## config.mk

```make
export PLATFORM = sky130hd
export DESIGN_NAME = biquad_iir_filter
export DESIGN_NICKNAME = d
export VERILOG_FILES = /design/src/sv/biq_pkg.sv /design/src/sv/biq_sequencer.sv /design/src/sv/biq_datapath.sv /design/src/sv/biquad_iir_filter.sv
export SDC_FILE = /design/constraint.sdc
export NUM_CORES = 2
export LEC_CHECK = 0
export BUFFER_PORTS_ARGS = -buffer_cell sky130_fd_sc_hd__buf_2
export CAP_MARGIN = 20
export CORE_MARGIN = 2
export CORE_UTILIZATION = 49
export DETAILED_ROUTE_END_ITERATION = 8
export PLACE_DENSITY_LB_ADDON = 0.15
export SYNTH_ARGS = -nofsm -noshare
export SYNTH_HDL_FRONTEND = slang
export SYNTH_HIERARCHICAL = 1
export SYNTH_SLANG_ARGS = --single-unit
```

## constraint.sdc

```tcl
create_clock -name clk -period 8.8 [get_ports clk]
set_clock_uncertainty 0.1 [all_clocks]
set_input_delay 0.88 -clock clk [delete_from_list [all_inputs] [get_ports clk]]
set_output_delay 0.88 -clock clk [all_outputs]
set_load 0.05 [all_outputs]
```

## src/sv/biq_pkg.sv

```systemverilog
`default_nettype none

package biq_pkg;

  localparam int SAMPLE_W = 16;
  localparam int COEF_W   = 18;
  localparam int DELAY_W  = 24;
  localparam int PROD_W   = COEF_W + DELAY_W;
  localparam int ACC_W    = PROD_W + 2;
  localparam int FRAC_W   = 14;
  localparam int RND_W    = ACC_W - FRAC_W;
  localparam int STEP_W   = 3;
  localparam int INDEX_W  = 3;

  localparam logic [COEF_W-1:0] COEF_A_RESET = COEF_W'(1 << FRAC_W);
  localparam logic [STEP_W-1:0] STEP_HOME    = '0;

  typedef enum logic [INDEX_W-1:0] {
    REG_A  = 3'd0,
    REG_A1 = 3'd1,
    REG_A2 = 3'd2,
    REG_B1 = 3'd3,
    REG_B2 = 3'd4
  } reg_index_t;

  typedef enum logic [2:0] {
    COEF_A,
    COEF_A1,
    COEF_A2,
    COEF_B1,
    COEF_B2
  } coef_sel_t;

  typedef enum logic [1:0] {
    DATA_D0,
    DATA_D1,
    DATA_W
  } data_sel_t;

  typedef enum logic [2:0] {
    ACC_HOLD,
    ACC_LOAD_X,
    ACC_LOAD_PROD,
    ACC_ADD,
    ACC_SUB
  } acc_op_t;

  typedef enum logic [1:0] {
    JMP_NEXT,
    JMP_WAIT_IN,
    JMP_HOME
  } jump_t;

  typedef struct packed {
    coef_sel_t coef_sel;
    data_sel_t data_sel;
    acc_op_t   acc_op;
    logic      w_load;
    logic      y_load;
    jump_t     jump;
  } ctrl_t;

  // Microprogram. The product register trails the multiplier operands by one
  // step, so each accumulate consumes the product selected one step earlier.
  function automatic ctrl_t ucode(input logic [STEP_W-1:0] step);
    ctrl_t word;
    word = '{COEF_A, DATA_W, ACC_HOLD, 1'b0, 1'b0, JMP_HOME};
    case (step)
      3'd0: word = '{COEF_B1, DATA_D0, ACC_LOAD_X,    1'b0, 1'b0, JMP_WAIT_IN};
      3'd1: word = '{COEF_B2, DATA_D1, ACC_SUB,       1'b0, 1'b0, JMP_NEXT};
      3'd2: word = '{COEF_A1, DATA_D0, ACC_SUB,       1'b0, 1'b0, JMP_NEXT};
      3'd3: word = '{COEF_A2, DATA_D1, ACC_LOAD_PROD, 1'b1, 1'b0, JMP_NEXT};
      3'd4: word = '{COEF_A,  DATA_W,  ACC_ADD,       1'b0, 1'b0, JMP_NEXT};
      3'd5: word = '{COEF_A,  DATA_W,  ACC_ADD,       1'b0, 1'b0, JMP_NEXT};
      3'd6: word = '{COEF_A,  DATA_W,  ACC_HOLD,      1'b0, 1'b1, JMP_HOME};
      default: word = '{COEF_A, DATA_W, ACC_HOLD, 1'b0, 1'b0, JMP_HOME};
    endcase
    return word;
  endfunction

endpackage

`default_nettype wire

```

## src/sv/biq_sequencer.sv

```systemverilog
`default_nettype none

module biq_sequencer (
  input  wire logic           clk,
  input  wire logic           rst,
  input  wire logic           in_valid,
  output logic                in_ready,
  input  wire logic           out_valid,
  input  wire logic           out_ready,
  output biq_pkg::ctrl_t      issue
);

  import biq_pkg::*;

  logic [STEP_W-1:0] step;
  logic [STEP_W-1:0] step_next;
  ctrl_t             word;
  logic              accept;
  logic              out_stall;

  assign word      = ucode(step);
  assign in_ready  = !rst && (word.jump == JMP_WAIT_IN);
  assign accept    = in_valid && in_ready;
  assign out_stall = out_valid && !out_ready;

  always_comb begin
    issue = word;
    if (word.jump == JMP_WAIT_IN && !in_valid) begin
      issue.acc_op = ACC_HOLD;
    end
    if (out_stall) begin
      issue.y_load = 1'b0;
    end
  end

  always_comb begin
    unique case (word.jump)
      JMP_NEXT:    step_next = step + STEP_W'(1);
      JMP_WAIT_IN: step_next = accept ? step + STEP_W'(1) : step;
      JMP_HOME:    step_next = out_stall ? step : STEP_HOME;
      default:     step_next = STEP_HOME;
    endcase
  end

  always_ff @(posedge clk) begin
    if (rst) begin
      step <= STEP_HOME;
    end else begin
      step <= step_next;
    end
  end

  a_accept_advances: assert property (@(posedge clk) disable iff (rst)
    accept |=> step == STEP_HOME + STEP_W'(1))
    else $error("sequencer did not leave the home step after an input transfer");

  a_no_overwrite: assert property (@(posedge clk) disable iff (rst)
    out_stall |-> !issue.y_load)
    else $error("result loaded while the previous one waits for transfer");

  a_result_returns_home: assert property (@(posedge clk) disable iff (rst)
    issue.y_load |=> step == STEP_HOME)
    else $error("sequencer did not return home after loading a result");

endmodule

`default_nettype wire

```

## src/sv/biq_datapath.sv

```systemverilog
`default_nettype none

module biq_datapath (
  input  wire logic                           clk,
  input  wire logic                           rst,
  input  wire biq_pkg::ctrl_t                 issue,
  input  wire logic                           cfg_valid,
  input  wire logic [biq_pkg::INDEX_W-1:0]    cfg_index,
  input  wire logic [biq_pkg::COEF_W-1:0]     cfg_data,
  input  wire logic signed [biq_pkg::SAMPLE_W-1:0] sample_in,
  input  wire logic                           out_ready,
  output logic                                out_valid,
  output logic signed [biq_pkg::SAMPLE_W-1:0] sample_out
);

  import biq_pkg::*;

  logic signed [COEF_W-1:0]  coef_a;
  logic signed [COEF_W-1:0]  coef_a1;
  logic signed [COEF_W-1:0]  coef_a2;
  logic signed [COEF_W-1:0]  coef_b1;
  logic signed [COEF_W-1:0]  coef_b2;
  logic signed [DELAY_W-1:0] d0;
  logic signed [DELAY_W-1:0] d1;
  logic signed [DELAY_W-1:0] w;
  logic signed [PROD_W-1:0]  product;
  logic signed [ACC_W-1:0]   acc;
  logic signed [ACC_W-1:0]   acc_next;
  logic signed [ACC_W-1:0]   prod_ext;
  logic signed [ACC_W-1:0]   rnd_sum;
  logic signed [RND_W-1:0]   rnd;
  logic signed [COEF_W-1:0]  mul_coef;
  logic signed [DELAY_W-1:0] mul_data;
  logic signed [DELAY_W-1:0] w_sat;
  logic signed [SAMPLE_W-1:0] y_sat;

  always_comb begin
    unique case (issue.coef_sel)
      COEF_A:  mul_coef = coef_a;
      COEF_A1: mul_coef = coef_a1;
      COEF_A2: mul_coef = coef_a2;
      COEF_B1: mul_coef = coef_b1;
      COEF_B2: mul_coef = coef_b2;
      default: mul_coef = coef_a;
    endcase
  end

  always_comb begin
    unique case (issue.data_sel)
      DATA_D0: mul_data = d0;
      DATA_D1: mul_data = d1;
      DATA_W:  mul_data = w;
      default: mul_data = w;
    endcase
  end

  always_ff @(posedge clk) begin
    product <= PROD_W'(mul_coef * mul_data);
  end

  assign prod_ext = {{(ACC_W-PROD_W){product[PROD_W-1]}}, product};

  always_comb begin
    unique case (issue.acc_op)
      ACC_HOLD:      acc_next = acc;
      ACC_LOAD_X:    acc_next = {{(ACC_W-SAMPLE_W-FRAC_W){sample_in[SAMPLE_W-1]}},
                                 sample_in, {FRAC_W{1'b0}}};
      ACC_LOAD_PROD: acc_next = prod_ext;
      ACC_ADD:       acc_next = acc + prod_ext;
      ACC_SUB:       acc_next = acc - prod_ext;
      default:       acc_next = acc;
    endcase
  end

  always_ff @(posedge clk) begin
    acc <= acc_next;
  end

  // Round half up, then an arithmetic shift drops the fraction bits.
  assign rnd_sum = acc + (ACC_W'(1) <<< (FRAC_W - 1));
  assign rnd     = rnd_sum[ACC_W-1:FRAC_W];

  always_comb begin
    if (rnd[RND_W-1:DELAY_W-1] == '0 || rnd[RND_W-1:DELAY_W-1] == '1) begin
      w_sat = rnd[DELAY_W-1:0];
    end else begin
      w_sat = {rnd[RND_W-1], {(DELAY_W-1){!rnd[RND_W-1]}}};
    end
    if (rnd[RND_W-1:SAMPLE_W-1] == '0 || rnd[RND_W-1:SAMPLE_W-1] == '1) begin
      y_sat = rnd[SAMPLE_W-1:0];
    end else begin
      y_sat = {rnd[RND_W-1], {(SAMPLE_W-1){!rnd[RND_W-1]}}};
    end
  end

  always_ff @(posedge clk) begin
    if (issue.w_load) begin
      w <= w_sat;
    end
    if (issue.y_load) begin
      sample_out <= y_sat;
    end
  end

  always_ff @(posedge clk) begin
    if (rst) begin
      d0 <= '0;
      d1 <= '0;
    end else if (issue.y_load) begin
      d1 <= d0;
      d0 <= w;
    end
  end

  always_ff @(posedge clk) begin
    if (rst) begin
      out_valid <= 1'b0;
    end else if (issue.y_load) begin
      out_valid <= 1'b1;
    end else if (out_ready) begin
      out_valid <= 1'b0;
    end
  end

  always_ff @(posedge clk) begin
    if (rst) begin
      coef_a  <= COEF_A_RESET;
      coef_a1 <= '0;
      coef_a2 <= '0;
      coef_b1 <= '0;
      coef_b2 <= '0;
    end else if (cfg_valid) begin
      unique case (cfg_index)
        REG_A:   coef_a  <= cfg_data;
        REG_A1:  coef_a1 <= cfg_data;
        REG_A2:  coef_a2 <= cfg_data;
        REG_B1:  coef_b1 <= cfg_data;
        REG_B2:  coef_b2 <= cfg_data;
        default: ;
      endcase
    end
  end

  a_result_shown: assert property (@(posedge clk) disable iff (rst)
    issue.y_load |=> out_valid)
    else $error("loaded result is not offered for transfer");

  a_delay_shift: assert property (@(posedge clk) disable iff (rst)
    issue.y_load |=> d1 == $past(d0))
    else $error("delay line did not shift with the result");

  a_feedback_write: assert property (@(posedge clk) disable iff (rst)
    cfg_valid && cfg_index == REG_B1 |=> coef_b1 == $past(cfg_data))
    else $error("feedback coefficient write was lost");

endmodule

`default_nettype wire

```

## src/sv/biquad_iir_filter.sv

```systemverilog
`default_nettype none

// Second-order IIR section in direct form II for signed 16-bit samples.
// Each transfer on the input channel yields exactly one saturated 16-bit
// result. A short microprogram drives one 18x24 multiplier and one
// accumulator through the five products. Items do not overlap: a new input
// is taken only at the home step, after the previous item has loaded its
// result. The next input is taken while a result still
// waits for its transfer; the result step holds until the output register
// is free. Coefficients are signed Q3.14 (16384 is 1.0) at register indexes
// 0 to 4: a, a1, a2, b1, b2; writes to other indexes are dropped. After reset
// a is 1.0 and the rest are zero, so samples pass through unchanged.
// Coefficients should be written only while no item is in flight.
module biquad_iir_filter (
  input  wire logic                                clk,
  input  wire logic                                rst,
  input  wire logic                                in_valid,
  output logic                                     in_ready,
  input  wire logic signed [biq_pkg::SAMPLE_W-1:0] sample_in,
  output logic                                     out_valid,
  input  wire logic                                out_ready,
  output logic signed [biq_pkg::SAMPLE_W-1:0]      sample_out,
  input  wire logic                                cfg_valid,
  output logic                                     cfg_ready,
  input  wire logic [biq_pkg::INDEX_W-1:0]         cfg_index,
  input  wire logic [biq_pkg::COEF_W-1:0]          cfg_data
);

  import biq_pkg::*;

  ctrl_t issue;

  assign cfg_ready = !rst;

  biq_sequencer u_sequencer (
    .clk       (clk),
    .rst       (rst),
    .in_valid  (in_valid),
    .in_ready  (in_ready),
    .out_valid (out_valid),
    .out_ready (out_ready),
    .issue     (issue)
  );

  biq_datapath u_datapath (
    .clk        (clk),
    .rst        (rst),
    .issue      (issue),
    .cfg_valid  (cfg_valid && cfg_ready),
    .cfg_index  (cfg_index),
    .cfg_data   (cfg_data),
    .sample_in  (sample_in),
    .out_ready  (out_ready),
    .out_valid  (out_valid),
    .sample_out (sample_out)
  );

endmodule

`default_nettype wire

```

# Word-level counts from Yosys, hierarchy flattened
# Index checks and enable logic that the tools add are counted.
# totals
ff_bits	268
latch_bits	0
ramBits	0
mem_bits_ro	0
out_inout_bits	19
elab_cells	82
memories	0
# classes
n_addsub	4
mul	1
div_mod_pow	0
magnitude_cmp	0
eq_ne	25
n_shift	0
mux	13
bitwise	0
reduce_logical	26
# ops
operator	count
one-hot mux 44 bit (4 select lines)	1
one-hot mux 12 bit (6 select lines)	1
one-hot mux 18 bit (4 select lines)	1
one-hot mux 24 bit (2 select lines)	1
adder 44 x 15 -> 44 bit, second input constant	1
adder 44 x 42 -> 44 bit	1
subtractor 44 x 42 -> 44 bit	1
multiplier 18 x 24 -> 42 bit	1
equality test 3 x 2 -> 1 bit, second input constant	8
two-way mux 24 bit	1
equality test 3 bit, second input constant	6
two-way mux 16 bit	1
equality test 15 bit, second input constant	1
logical NOT 15 bit	1
equality test 3 x 1 -> 1 bit, second input constant	4
AND reduction 2 bit	6
two-way mux 3 bit	3
one-hot mux 3 bit (3 select lines)	1
equality test 7 bit, second input constant	1
logical NOT 7 bit	1
logical NOT 3 bit	2
logical AND 1 bit	5
equality test 2 x 1 -> 1 bit, second input constant	2
logical NOT 1 bit	4
10 further kinds	14

# Depth between registers and ports, before layout
# depth
word_depth	8
ltp_mapped	36

# By module
# Netlist, hierarchy kept.
# modules_own_cells
mod	n_inst	cells_each	area_each_um2	seq_area_each_um2
biq_datapath	1	3361	29233.0	6145.9
biq_sequencer	1	48	381.6	60.1
biquad_iir_filter	1	2	10.0	0.0

# Least setup slack after synthesis
# OpenSTA, ideal clock, no wires.
# synth_path
kind	flip-flop to flip-flop
from	register u_sequencer.step[0]
to	register u_datapath.product[36]
t_arrival_ns	7.962
t_required_ns	8.575
slack_ns	0.614
stages_incl_launch_ff	34
cell_sequence	dfxtp_1 > inv_1 > ha_1 > o21ai_1 > nand2_1 > nor2_1 > xor2_1 > clkbuf_1 > nand2_1 > nand3_1 > clkbuf_1 > nand2_1 > fa_1 > inv_1 > fa_1 > inv_1 > fa_1 > fa_1 > inv_1 > fa_1 > inv_1 > fa_1 > inv_1 > ha_1 > a21oi_1 > o21a_1 > o21ai_0 > o31ai_1 > a21oi_1 > or3_1 > a21o_1 > a41o_1 > o21ai_0 > o41ai_1
# synth_lines
element	line	source
start: declaration	biq_sequencer.sv:15	logic [STEP_W-1:0] step;
start signal: assignment	biq_sequencer.sv:49	step <= step_next;
end signal: assignment	biq_datapath.sv:58	product <= PROD_W'(mul_coef * mul_data);
end: declaration	biq_datapath.sv:26	logic signed [PROD_W-1:0] product;

==> flow_metrics.py <==
metrics = {
    "global_routing": {
        "grt_start_max_net_pins": 95,
        "grt_remaining_overflow": 0,
        "grt_pass1_vias": 24711,
        "grt_usage_pct": 31.0,
        "grt_pass1_wl_um": 147000,
        "antenna_found_initial": 1,
    },
    "drt": {
        "vias": 24376,
        "via_per_inst": 5.69,
        "post_drt_wl_per_cell_um": 22.2,
        "ant_nets": 0,
        "drcViolationCount": 0,
        "drtIter0Drc": 2140,
        "routed_wirelength_um": 94900,
        "first_pass_iters": 6,
    },
    "cts": {
        "root_buffer": "clkbuf_16",
        "clk_pin_slew_worst_paths_ns": 0.06,
        "cts_tree": "built",
        "hold_buffers": 0,
        "h-tree-depth": 2,
        "clkSinkCount": 268,
        "cts_buffers": 34,
        "clk_latency_ns": 0.57,
        "clk_path_buf_depth": 3,
    },
    "critical_path": {
        "path_class": "flop to flop",
        "worst_path_largest_cell_delay_ns": 0.69,
        "critPathCaptureType": "flop",
        "rrSetupSlack_ns": 0.43,
        "cp.required_ns": 9.09,
        "crit_slowest_cell": "fa_1",
        "crit_buf_inv": 7,
        "arrival_ns": 8.66,
        "critical_path_peak_fanout": 19,
        "path_delay_family": "adder cells",
        "setup.worst_path.start_class": "flop",
        "critPathMostFrequentCell": "fa_1",
    },
    "cells_and_area": {
        "drive_gt1_share_pct": 8.91,
        "finalInstanceArea_um2": 32500,
        "area_growth_pct": 9.57,
        "post-route-util_pct": 54.1,
        "diodes": 0,
        "nets": 4099,
    },
    "power": {
        "p_clk_share_pct": 17.8,
        "power_density_nw_per_um2": 238,
        "power_frac_comb_pct": 58.7,
        "ir_drop_v": 0.000278,
        "p_sw_mw": 3.68,
        "intPower_mw": 4.03,
        "pwr-share-seq_pct": 23.5,
        "swShare_pct": 47.8,
        "p_leak_nw": 14.4,
    },
    "die": {
        "dieArea_um2": 62400,
        "initial_core_util_pct": 49.4,
        "fp-row-count": 90,
        "die_width_um": 250,
        "core_um2": 60000,
        "io_pins": 61,
        "die_y_um": 250,
    },
    "logic_synthesis": {
        "netlist_area_um2": 29600,
        "yosys_warnings": 6,
        "syn_avg_cell_area_um2": 8.69,
        "syn-instance-count": 3410,
        "synth_nets": 4033,
    },
    "sta": {
        "slew_violations": 0,
        "fin_setup_tns_ns": 0,
        "tightest_slew_ns": 1.08,
        "slew_headroom_pct": 28.0,
        "fmax_ghz": 0.119,
        "hold_violations": 0,
        "layout_min_cycle_time_ns": 8.37,
        "min_period_over_period_pct": 95.1,
        "holdWs_ns": 0.355,
        "setup_violations": 0,
    },
    "placed_design": {
        "finalWeightedCongestion": 1.00,
        "place_area_um2": 31200,
        "port_buffers": 60,
        "dpl.hpwl_um": 76400,
    },
    "status": {
        "status": "finished clean",
    },
    "job": {
        "drv_cap": 0,
    },
    "min_path": {
        "hold_class": "flop to flop",
    },
}
flip-flops by register name, summed over array words and instances (netlist names), 24 cells and up:
register	cells
u_datapath/acc	44
u_datapath/w	24
u_datapath/d1	24
u_datapath/product	42
u_datapath/d0	24
through the flow:
| step | worst slack [ns] | std cells | total power, mW |
|---|---|---|---|
| 2_1_floorplan | 0.614 | 3410 | 4.94 |
| 3_3_place_gp | 0.234 | 4208 | 6.15 |
| 3_5_place_dp | 0.0640 | 4208 | 6.19 |
| 4_1_cts | 0.0899 | 4270 | 7.60 |
| 5_1_grt | -0.00141 | 4283 | 8.16 |
| 6_report | 0.429 | 4283 | 7.71 |
metal layers:
| layer | share of wire (%) | wire length (um) | global-route usage (%) | up-vias |
|---|---|---|---|---|
| li1 | - | - | - | 11051 |
| met1 | 42 | 39500 | 41.2 | 12216 |
| met5 | 0 | 0 | 0 | - |
| met4 | 4.1 | 3850 | 11.2 | 0 |
| met2 | 47 | 44600 | 51.3 | 937 |
| met3 | 7.3 | 6920 | 4.70 | 172 |
placed cells by master (no fill, tap or decap), drive strengths merged, types with 4 or more instances in the layout:
master,instances
clkinv,11
or4,4
o21bai,12
xor2,73
or3,4
clkbuf,41
nand4,30
a21o,47
a21oi,234
a31oi,32
nand2b,25
fa,426
and3b,5
nor4,10
o21a,38
o211ai,8
mux2i,76
nand3,43
a22oi,39
dfxtp,184
nand3b,4
o2111ai,6
or2,5
nor3,20
nor2,251
nand2,592
o31ai,14
ha,155
edfxtp,84
nor2b,17
inv,545
xnor2,72
o21ai,115
and2,18
and4,15
o41ai,4
and3,15
buf,176
nor3b,5
power by group through the flow:
| stage | clock network [mW] | registers (mW) | logic (mW) |
|---|---|---|---|
| 2_1_floorplan | 0 | 1.73 | 3.21 |
| 3_5_place_dp | 0 | 1.84 | 4.35 |
| 4_1_cts | 1.40 | 1.81 | 4.39 |
| 5_1_grt | 1.45 | 1.83 | 4.88 |
| 3_3_place_gp | 0 | 1.83 | 4.32 |
| 6_report | 1.37 | 1.82 | 4.52 |
final timing paths:
kind | from | endpoint | depth (start not counted)
worst max register to register | u_sequencer/step[1]$_SDFFE_PP0P_ | u_datapath/product[41]$_DFF_P_ | 30
worst max-delay path | u_sequencer/step[1]$_SDFFE_PP0P_ | u_datapath/product[41]$_DFF_P_ | 30
worst min register to register | u_datapath/coef_a1[9]$_SDFFE_PP0P_ | u_datapath/coef_a1[9]$_SDFFE_PP0P_ | 2
worst min-delay path | u_datapath/coef_a1[9]$_SDFFE_PP0P_ | u_datapath/coef_a1[9]$_SDFFE_PP0P_ | 2
tightest hold or removal path, cell delays in order, from the launching register on:
cell	delay, ns
dfxtp_1	0.31
nand2_1	0.05
a21oi_1	0.05
layout make-up:
type	instances	area (um^2)
flip-flops and latches	268	6210
repair buffers	176	1230
fillers	5595	27600
clock buffers	41	897
inverters	539	2030
clock inverters	20	191
well taps	782	978
multi-input cells	2457	20900
what timing repair did:
item                       CTS  global route
setup endpoints to repair    1             9
pin swaps                    1            10
buffers inserted             1            13
resized for setup            0            33
(Power assumes the default switching activity.)
